===== config.mk =====
export PLATFORM = sky130hd
export DESIGN_NAME = level_meter_ballistics
export DESIGN_NICKNAME = d
export VERILOG_FILES = /design/src/lmb_pkg.sv /design/src/level_meter_ballistics.sv /design/src/lmb_front.sv /design/src/lmb_queue.sv /design/src/lmb_back.sv
export VERILOG_INCLUDE_DIRS = /design/src /design/src/src
export SDC_FILE = /design/constraint.sdc
export NUM_CORES = 2
export LEC_CHECK = 0
export BUFFER_PORTS_ARGS = -buffer_cell sky130_fd_sc_hd__buf_2
export CORE_ASPECT_RATIO = 0.8
export CORE_MARGIN = 5
export CORE_UTILIZATION = 58
export DETAILED_ROUTE_END_ITERATION = 10
export PLACE_DENSITY = 0.79
export SKIP_CTS_REPAIR_TIMING = 1
export SLEW_MARGIN = 15
export SYNTH_ARGS = -nofsm -noshare
export SYNTH_HDL_FRONTEND = slang
export SYNTH_SLANG_ARGS = --single-unit

===== constraint.sdc =====
create_clock -name clk -period 13.24 [get_ports clk]
set_clock_uncertainty 0.1 [all_clocks]
set_input_delay 1.324 -clock clk [delete_from_list [all_inputs] [get_ports clk]]
set_output_delay 1.324 -clock clk [all_outputs]
set_load 0.01 [all_outputs]

===== src/level_meter_ballistics_defines.svh =====
// ----------------------------------------------------------------------------
// level meter ballistics: assertion macros
// shared property wrappers, clocked on clk and disabled while rst is high
// ----------------------------------------------------------------------------
`ifndef LEVEL_METER_BALLISTICS_DEFINES_SVH
`define LEVEL_METER_BALLISTICS_DEFINES_SVH

// consequent holds in the same cycle as the antecedent
`define LMB_ASSERT_NOW(lbl, ante, cons) \
  lbl: assert property (@(posedge clk) disable iff (rst) (ante) |-> (cons)) \
    else $error("lmb check failed");

// consequent holds in the cycle after the antecedent
`define LMB_ASSERT_NEXT(lbl, ante, cons) \
  lbl: assert property (@(posedge clk) disable iff (rst) (ante) |=> (cons)) \
    else $error("lmb check failed");

`endif


===== src/lmb_pkg.sv =====
// ----------------------------------------------------------------------------
// lmb_pkg
// shared types, constants and ballistics tables of the level meter
// ----------------------------------------------------------------------------
`default_nettype none

package lmb_pkg;

  localparam int LEVEL_BITS = 16;
  localparam int MAX_ZONES  = 8;
  localparam int NUM_BREAKS = MAX_ZONES - 1;
  localparam int BREAK_W    = 16;
  localparam int ZONE_W     = 3;
  localparam int ZC_W       = 4;
  localparam int MS_W       = 10;
  localparam int MS_CAP     = 100;
  localparam int MS_IDX_W   = $clog2(MS_CAP + 1);
  localparam int KW         = 17;
  localparam int CFG_IDX_W  = 3;
  localparam int CFG_DATA_W = 64;
  localparam int BRK_LOW_W  = 64;
  localparam int BRK_HIGH_W = 48;
  localparam int ROUND_POS  = 15;

  localparam longint unsigned VU_DECAY_Q32 = 64'd4229396560;
  localparam logic [LEVEL_BITS-1:0] FULL_SCALE = {LEVEL_BITS{1'b1}};

  // mode register codes
  localparam logic [1:0] MODE_EXACT     = 2'd0;
  localparam logic [1:0] MODE_VU        = 2'd1;
  localparam logic [1:0] MODE_HOLD      = 2'd2;
  localparam logic [1:0] MODE_EXACT_ALT = 2'd3;

  // register indexes
  localparam logic [CFG_IDX_W-1:0] CFG_MODE        = 3'd0;
  localparam logic [CFG_IDX_W-1:0] CFG_PEAK_ENABLE = 3'd1;
  localparam logic [CFG_IDX_W-1:0] CFG_ZONE_COUNT  = 3'd2;
  localparam logic [CFG_IDX_W-1:0] CFG_BREAKS_LOW  = 3'd3;
  localparam logic [CFG_IDX_W-1:0] CFG_BREAKS_HIGH = 3'd4;

  typedef enum logic [1:0] {
    OP_SET        = 2'd0,
    OP_TICK       = 2'd1,
    OP_PEAK_RESET = 2'd2,
    OP_NOP        = 2'd3
  } op_t;

  typedef logic [LEVEL_BITS-1:0] level_t;
  typedef logic [KW-1:0]         kfac_t;

  typedef struct packed {
    logic [1:0]            mode;
    logic                  peak_enable;
    logic [ZC_W-1:0]       zone_count;
    logic [BRK_LOW_W-1:0]  breaks_low;
    logic [BRK_HIGH_W-1:0] breaks_high;
  } cfg_t;

  // one classified beat, as handed from front to back
  typedef struct packed {
    op_t    op;
    level_t val;
    logic   tick_nz;
    kfac_t  k;
    level_t fall_level;
    level_t fall_peak;
  } item_t;

  typedef kfac_t  k_tab_t    [0:MS_CAP];
  typedef level_t fall_tab_t [0:MS_CAP];

  // vu factor k = 1 - exp(-ms/65), built by repeated q0.32 decay steps
  function automatic k_tab_t build_k_tab();
    logic [95:0] p;
    logic [95:0] one;
    k_tab_t      t;
    one = 96'd1 << 32;
    p   = one;
    for (int ms = 0; ms <= MS_CAP; ms++) begin
      t[ms] = KW'((one - p + 96'd32768) >> 16);
      p = (p * 96'(VU_DECAY_Q32) + (96'd1 << 31)) >> 32;
    end
    return t;
  endfunction

  // fall per tick, tenths of full scale per second
  function automatic fall_tab_t build_fall_tab(input int unsigned tenths);
    logic [63:0] num;
    fall_tab_t   t;
    for (int ms = 0; ms <= MS_CAP; ms++) begin
      num   = 64'(ms) * 64'(tenths) * 64'(FULL_SCALE) + 64'd5000;
      t[ms] = LEVEL_BITS'(num / 64'd10000);
    end
    return t;
  endfunction

  localparam k_tab_t    VU_K_TAB       = build_k_tab();
  localparam fall_tab_t HOLD_FALL_TAB  = build_fall_tab(8);
  localparam fall_tab_t PEAK_FALL_TAB  = build_fall_tab(3);

  // q0.16 break point aligned to the level width
  function automatic level_t align_break(input logic [BREAK_W-1:0] b);
    logic [LEVEL_BITS+BREAK_W-1:0] w;
    w = (LEVEL_BITS + BREAK_W)'(b) << LEVEL_BITS;
    return w[LEVEL_BITS+BREAK_W-1:BREAK_W];
  endfunction

endpackage

`default_nettype wire


===== src/level_meter_ballistics.sv =====
// a beat is written into the queue, then taken into the state registers of lmb_back
// throughput: one beat per cycle while the result is not stalled, set by the state update in lmb_back
// a two-entry queue lets input keep flowing for two beats while the result is stalled
// reset (rst, synchronous): clears levels, queue and valid flags, and loads the
// register defaults (mode exact, peak off, one zone, all breaks zero)
// ----------------------------------------------------------------------------
// level_meter_ballistics
// panel level meter with exact, vu or peak-hold ballistics, a decaying peak marker
// and zone lookup; front decodes beats, back updates the meter state
// ----------------------------------------------------------------------------
`default_nettype none

module level_meter_ballistics (
  input  wire logic                         clk,
  input  wire logic                         rst,
  // configuration writes
  input  wire logic                         cfg_write,
  input  wire logic [lmb_pkg::CFG_IDX_W-1:0] cfg_index,
  input  wire logic [lmb_pkg::CFG_DATA_W-1:0] cfg_data,
  // input channel
  input  wire logic                         in_valid,
  output logic                              in_stall,
  input  wire logic [1:0]                   op,
  input  wire logic [15:0]                  value,
  input  wire logic [lmb_pkg::MS_W-1:0]     elapsed_ms,
  // result channel
  output logic                              out_valid,
  input  wire logic                         out_stall,
  output logic [lmb_pkg::LEVEL_BITS-1:0]    level,
  output logic [lmb_pkg::LEVEL_BITS-1:0]    peak_level,
  output logic [lmb_pkg::ZONE_W-1:0]        zone
);

  // register file; the user must write only while the meter is idle (not enforced)
  lmb_pkg::cfg_t cfg;

  always_ff @(posedge clk) begin
    if (rst) begin
      cfg.mode        <= lmb_pkg::MODE_EXACT;
      cfg.peak_enable <= 1'b0;
      cfg.zone_count  <= lmb_pkg::ZC_W'(1);
      cfg.breaks_low  <= '0;
      cfg.breaks_high <= '0;
    end else if (cfg_write) begin
      case (cfg_index)
        lmb_pkg::CFG_MODE:        cfg.mode        <= cfg_data[1:0];
        lmb_pkg::CFG_PEAK_ENABLE: cfg.peak_enable <= cfg_data[0];
        lmb_pkg::CFG_ZONE_COUNT:  cfg.zone_count  <= cfg_data[lmb_pkg::ZC_W-1:0];
        lmb_pkg::CFG_BREAKS_LOW:  cfg.breaks_low  <= cfg_data[lmb_pkg::BRK_LOW_W-1:0];
        lmb_pkg::CFG_BREAKS_HIGH: cfg.breaks_high <= cfg_data[lmb_pkg::BRK_HIGH_W-1:0];
        default: begin
          // unknown index: write is dropped
        end
      endcase
    end
  end

  // front to queue
  lmb_pkg::item_t front_item;
  logic           push;
  logic           queue_full;

  // queue to back
  lmb_pkg::item_t head_item;
  logic           queue_avail;
  logic           pop;

  // decode op, saturate ms and look up vu factor and fall steps
  lmb_front u_front (
    .in_valid   (in_valid),
    .in_stall   (in_stall),
    .op         (op),
    .value      (value),
    .elapsed_ms (elapsed_ms),
    .queue_full (queue_full),
    .push       (push),
    .item       (front_item)
  );

  // decouples input acceptance from a stalled result
  lmb_queue u_queue (
    .clk       (clk),
    .rst       (rst),
    .push      (push),
    .push_item (front_item),
    .pop       (pop),
    .head_item (head_item),
    .full      (queue_full),
    .not_empty (queue_avail)
  );

  // one beat per cycle unless the result stalls: ballistics update, peak marker, zone
  lmb_back u_back (
    .clk        (clk),
    .rst        (rst),
    .cfg        (cfg),
    .item       (head_item),
    .avail      (queue_avail),
    .pop        (pop),
    .out_valid  (out_valid),
    .out_stall  (out_stall),
    .level      (level),
    .peak_level (peak_level),
    .zone       (zone)
  );

endmodule

`default_nettype wire


===== src/lmb_front.sv =====
// ----------------------------------------------------------------------------
// lmb_front
// takes input beats, decodes the op and looks up ballistics factors
// ----------------------------------------------------------------------------
`default_nettype none

module lmb_front (
  input  wire logic                    in_valid,
  output logic                         in_stall,
  input  wire logic [1:0]              op,
  input  wire logic [15:0]             value,
  input  wire logic [lmb_pkg::MS_W-1:0] elapsed_ms,
  input  wire logic                    queue_full,
  output logic                         push,
  output lmb_pkg::item_t               item
);

  logic [lmb_pkg::MS_IDX_W-1:0] ms_sat;

  assign in_stall = queue_full;
  assign push     = in_valid && !queue_full;

  // saturate to the table range
  always_comb begin
    if (elapsed_ms > lmb_pkg::MS_W'(lmb_pkg::MS_CAP)) begin
      ms_sat = lmb_pkg::MS_IDX_W'(lmb_pkg::MS_CAP);
    end else begin
      ms_sat = elapsed_ms[lmb_pkg::MS_IDX_W-1:0];
    end
  end

  always_comb begin
    item.op         = lmb_pkg::op_t'(op);
    item.val        = lmb_pkg::LEVEL_BITS'(value);
    item.tick_nz    = (ms_sat != '0);
    item.k          = lmb_pkg::VU_K_TAB[ms_sat];
    item.fall_level = lmb_pkg::HOLD_FALL_TAB[ms_sat];
    item.fall_peak  = lmb_pkg::PEAK_FALL_TAB[ms_sat];
  end

endmodule

`default_nettype wire


===== src/lmb_queue.sv =====
// ----------------------------------------------------------------------------
// lmb_queue
// two-entry queue between front and back
// ----------------------------------------------------------------------------
`default_nettype none

`include "level_meter_ballistics_defines.svh"

module lmb_queue (
  input  wire logic           clk,
  input  wire logic           rst,
  input  wire logic           push,
  input  lmb_pkg::item_t      push_item,
  input  wire logic           pop,
  output lmb_pkg::item_t      head_item,
  output logic                full,
  output logic                not_empty
);

  lmb_pkg::item_t mem [0:1];
  logic           wr_ptr;
  logic           rd_ptr;
  logic [1:0]     count;

  assign full      = (count == 2'd2);
  assign not_empty = (count != 2'd0);
  assign head_item = mem[rd_ptr];

  always_ff @(posedge clk) begin
    if (push) begin
      mem[wr_ptr] <= push_item;
    end
  end

  always_ff @(posedge clk) begin
    if (rst) begin
      wr_ptr <= 1'b0;
      rd_ptr <= 1'b0;
      count  <= 2'd0;
    end else begin
      if (push) begin
        wr_ptr <= !wr_ptr;
      end
      if (pop) begin
        rd_ptr <= !rd_ptr;
      end
      case ({push, pop})
        2'b10:   count <= count + 2'd1;
        2'b01:   count <= count - 2'd1;
        default: count <= count;
      endcase
    end
  end

  `LMB_ASSERT_NOW(a_no_overflow, push, count != 2'd2)
  `LMB_ASSERT_NOW(a_no_underflow, pop, count != 2'd0)

endmodule

`default_nettype wire


===== src/lmb_back.sv =====
// ----------------------------------------------------------------------------
// lmb_back
// meter state update, result register and zone lookup
// ----------------------------------------------------------------------------
`default_nettype none

`include "level_meter_ballistics_defines.svh"

module lmb_back (
  input  wire logic                      clk,
  input  wire logic                      rst,
  input  lmb_pkg::cfg_t                  cfg,
  input  lmb_pkg::item_t                 item,
  input  wire logic                      avail,
  output logic                           pop,
  output logic                           out_valid,
  input  wire logic                      out_stall,
  output lmb_pkg::level_t                level,
  output lmb_pkg::level_t                peak_level,
  output logic [lmb_pkg::ZONE_W-1:0]     zone
);

  localparam int PW = lmb_pkg::LEVEL_BITS + lmb_pkg::KW;

  lmb_pkg::level_t target_level, target_level_next;
  lmb_pkg::level_t shown_level, shown_level_next;
  lmb_pkg::level_t peak_hold, peak_hold_next;

  lmb_pkg::level_t diff;
  logic            rising;
  logic [PW-1:0]   prod;
  logic [PW:0]     prod_rnd;
  lmb_pkg::level_t step;
  lmb_pkg::level_t tick_level;
  lmb_pkg::level_t tick_peak;
  lmb_pkg::level_t peak_gap;
  logic            exact_mode;

  assign pop = avail && (!out_valid || !out_stall);

  // state registers double as the result register
  assign level      = shown_level;
  assign peak_level = peak_hold;

  assign exact_mode = cfg.mode inside {lmb_pkg::MODE_EXACT, lmb_pkg::MODE_EXACT_ALT};

  // vu step
  assign rising   = (target_level >= shown_level);
  assign diff     = rising ? (target_level - shown_level) : (shown_level - target_level);
  assign prod     = PW'(diff) * PW'(item.k);
  assign prod_rnd = {1'b0, prod} + (PW + 1)'(1 << lmb_pkg::ROUND_POS);
  assign step     = prod_rnd[lmb_pkg::LEVEL_BITS+15:16];

  always_comb begin
    if (cfg.mode == lmb_pkg::MODE_VU && item.tick_nz) begin
      tick_level = rising ? (shown_level + step) : (shown_level - step);
    end else if (cfg.mode == lmb_pkg::MODE_HOLD && item.tick_nz) begin
      if (rising || item.fall_level >= diff) begin
        tick_level = target_level;
      end else begin
        tick_level = shown_level - item.fall_level;
      end
    end else begin
      tick_level = target_level;
    end
  end

  assign peak_gap = peak_hold - tick_level;

  always_comb begin
    if (!cfg.peak_enable || tick_level >= peak_hold) begin
      tick_peak = tick_level;
    end else if (!item.tick_nz) begin
      tick_peak = peak_hold;
    end else if (item.fall_peak >= peak_gap) begin
      tick_peak = tick_level;
    end else begin
      tick_peak = peak_hold - item.fall_peak;
    end
  end

  always_comb begin
    target_level_next = target_level;
    shown_level_next  = shown_level;
    peak_hold_next    = peak_hold;
    case (item.op)
      lmb_pkg::OP_SET: begin
        target_level_next = item.val;
        if (exact_mode) begin
          shown_level_next = item.val;
          if (!cfg.peak_enable || item.val > peak_hold) begin
            peak_hold_next = item.val;
          end
        end
      end
      lmb_pkg::OP_TICK: begin
        shown_level_next = tick_level;
        peak_hold_next   = tick_peak;
      end
      lmb_pkg::OP_PEAK_RESET: begin
        peak_hold_next = shown_level;
      end
      default: begin
      end
    endcase
  end

  always_ff @(posedge clk) begin
    if (rst) begin
      target_level <= '0;
      shown_level  <= '0;
      peak_hold    <= '0;
      out_valid    <= 1'b0;
    end else begin
      if (pop) begin
        target_level <= target_level_next;
        shown_level  <= shown_level_next;
        peak_hold    <= peak_hold_next;
        out_valid    <= 1'b1;
      end else if (!out_stall) begin
        out_valid <= 1'b0;
      end
    end
  end

  // zone: leading breaks at or below the level, limited by the zone count
  logic [lmb_pkg::ZC_W-1:0]   zc;
  logic [lmb_pkg::ZC_W-1:0]   brk_used;
  logic [lmb_pkg::BRK_HIGH_W+lmb_pkg::BRK_LOW_W-1:0] brk_all;
  logic [lmb_pkg::ZONE_W-1:0] zone_cnt;
  logic                       run;

  always_comb begin
    if (cfg.zone_count == '0) begin
      zc = lmb_pkg::ZC_W'(1);
    end else if (cfg.zone_count > lmb_pkg::ZC_W'(lmb_pkg::MAX_ZONES)) begin
      zc = lmb_pkg::ZC_W'(lmb_pkg::MAX_ZONES);
    end else begin
      zc = cfg.zone_count;
    end
    brk_used = zc - lmb_pkg::ZC_W'(1);
    brk_all  = {cfg.breaks_high, cfg.breaks_low};
    run      = 1'b1;
    zone_cnt = '0;
    for (int j = 0; j < lmb_pkg::NUM_BREAKS; j++) begin
      run = run && (lmb_pkg::ZC_W'(j) < brk_used)
            && (shown_level >= lmb_pkg::align_break(brk_all[16*j +: 16]));
      zone_cnt = zone_cnt + lmb_pkg::ZONE_W'(run);
    end
  end

  assign zone = zone_cnt;

  `LMB_ASSERT_NOW(a_peak_not_below_level, 1'b1, peak_hold >= shown_level)
  `LMB_ASSERT_NOW(a_result_drop_only_taken, $fell(out_valid), $past(!out_stall))

endmodule

`default_nettype wire


==> impl_metrics.env <==
export IMPL_status="completed"
export IMPL_syn_nets=4778
export IMPL_die_w_um=276
export IMPL_startpoint_type="register"
export IMPL_synth_seq_cells=291
export IMPL_hold_class="register to register"
export IMPL_synth_cells=4097
export IMPL_drt_vias_per_instance=6.28
export IMPL_critPathLaunch="u_back.level[8]"
export IMPL_critPathArrivalTime_ns=13.47
export IMPL_die_h_um=222
export IMPL_drc=0
export IMPL_dr_pass1_iters=9
export IMPL_drive_above_1_share_pct=15.0
export IMPL_hold_viol_final=0
export IMPL_tightest_slew_ns=1.13
export IMPL_gp_congestion=1.05
export IMPL_vias=31800
export IMPL_grt_pass1_vias=29700
export IMPL_whs_ns=0.354
export IMPL_dp_cells=4978
export IMPL_setup_violations=0
export IMPL_dp_hpwl_mm=83.3
export IMPL_ys_warn_count=0
export IMPL_r2r_start="u_back.level[8]"
export IMPL_start_util_pct=58.9
export IMPL_synth_avg_cell_area_sq_um=7.99
export IMPL_r2r_cells=61
export IMPL_crit_fanout=7
export IMPL_yosys_area_top_type="ha_1"
export IMPL_ys_top_cells_by_count="nand2_1, inv_1, ha_1"
export IMPL_end_kind="register"
export IMPL_min_period_ns=13.04
export IMPL_grt_start_max_net_pins=104
export IMPL_grt_antenna_before_repair=2
export IMPL_worst_path_max_delay_cell="fa_1"
export IMPL_syn_area_sq_mm=0.0327
export IMPL_drt_total_wl_mm=114
export IMPL_core_sq_mm=0.0556
export IMPL_cpPeakStageDelay_ns=0.55
export IMPL_first_iter_violations=4055
export IMPL_fin_tns_setup_ns=0
export IMPL_num_rows=77
export IMPL_path_common_cell="buf_4"
export IMPL_synth_top_area_share_pct=14.5
export IMPL_holdPathStages=2
export IMPL_max_clock_freq_mhz=76.7
export IMPL_synth_ff_type="dfxtp_1"
export IMPL_cp_endpoint="u_back.peak_level[9]"
export IMPL_synthArstFlopShare_pct=0
export IMPL_slew_limit_headroom_pct=24.3
export IMPL_required_ns=13.67
export IMPL_cts_sinks=291
export IMPL_synth_cell_types=109
export IMPL_area_growth_syn_to_layout_pct=14.1
export IMPL_timing_max_cap_violations=0
export IMPL_cts_made_buffers=30
export IMPL_synth_edf_count=118
export IMPL_cts_tree="done"
export IMPL_ys_top_cells_by_area="ha_1, fa_1, edfxtp_1, dfxtp_1, nand2_1"
export IMPL_io_buffers=136
export IMPL_root_buffer="clkbuf_16"
export IMPL_reg2reg_slack_ns=0.20
export IMPL_antenna_cells=0
export IMPL_worstSetupPathType="register to register"
export IMPL_grtUsageTotal_pct=35.3
export IMPL_utilization_pct=67.1
export IMPL_top_level_ports=137
export IMPL_ys_seq_area_share_pct=21.4
export IMPL_htreeDepth=1
export IMPL_path_clk_slew_ns=0.07
export IMPL_ant_nets=0
export IMPL_dieArea_sq_mm=0.0613
export IMPL_final_nets=4974
export IMPL_clock_path_buffers=3
export IMPL_fin_cells=5067
export IMPL_synth_most_common_cell="nand2_1"
export IMPL_r2r_end="u_back.peak_level[9]"
export IMPL_wl_per_cell_um=22.5
export IMPL_grt_overflow_total=0
export IMPL_period_share_pct=98.5
export IMPL_grt_pass1_wl_mm=171
export IMPL_clk_latency_ns=0.62
export IMPL_slew_violations=0
worst max-delay path: cells and delay by family (launching register included):
| family | cells | cell delay [ns] |
|---|---|---|
| compound gates | 17 | 3.46 |
| fa+ha+maj | 10 | 4.04 |
| buf+inv | 15 | 1.89 |
| xor+xnor | 6 | 1.02 |
| flops | 1 | 0.34 |
| simple gates | 12 | 1.98 |
| mux | 1 | 0.12 |
cells in the final DEF, fill, tap and decap left out, types with 135 or more instances in the layout:
cell type,Yosys,layout
buf_4,4,231
dfxtp_1,173,158
nand2_1,586,582
buf_2,6,135
o21ai_0,249,228
a21oi_1,331,315
inv_1,486,482
ha_1,379,357
nor2_1,363,352
fa_1,202,198
cell type report:
class                      instances  area, sq um
multi-input combinational       3099        23800
clock buffer                      40          840
fill                            4576        18300
tap                              750          938
clock inverter                    16          204
sequential                       291         7030
timing repair buffer             381         2620
inverter                         490         1840
worst min path at each step:
stage	start	endpoint
global placement	cfg[47]	cfg[47]
CTS	cfg[58]	cfg[58]
finish	cfg[5]	cfg[5]
detailed placement	cfg[58]	cfg[58]
global route	cfg[36]	cfg[36]
floorplan	cfg[100]	cfg[100]
stage by stage:
stage                     instance area [sq um]  setup slack, ns
after global placement                    35200           0.0943
after global routing                      37300           -0.266
after floorplan                           32700          0.00644
final                                     37300            0.200
after detailed placement                  35200           -0.373
after CTS                                 36200           -0.434
state kept, by name, summed over array words and instances, names as in the netlist, named ones only:
signal	cells
u_queue.rd_ptr	1
cfg	119
u_back.peak_level	16
u_back.level	16
u_back.target_level	16
u_queue.count	2
u_queue.wr_ptr	1
u_back.out_valid	1
u_queue.mem	118
per-layer routing:
layer	wire length, um	vias up	share of wire, %	track usage [%]
met5	17	-	0.015	0
met4	4970	2	4.4	11.7
met3	16800	360	15	11.4
met2	45900	2142	40	49.0
met1	46300	14900	41	51.8
li1	-	14400	-	-
cells by family after synthesis:
family	synth area share, %
flops	21.4
fa+ha+maj	26.9
xor+xnor	2.89
simple gates	16.6
mux	3.75
compound gates	20.1
buf+inv	8.33
Power is left out: the tool's default activity adds up to more than one toggle a clock period on the data nets, which glitch-free logic cannot reach.
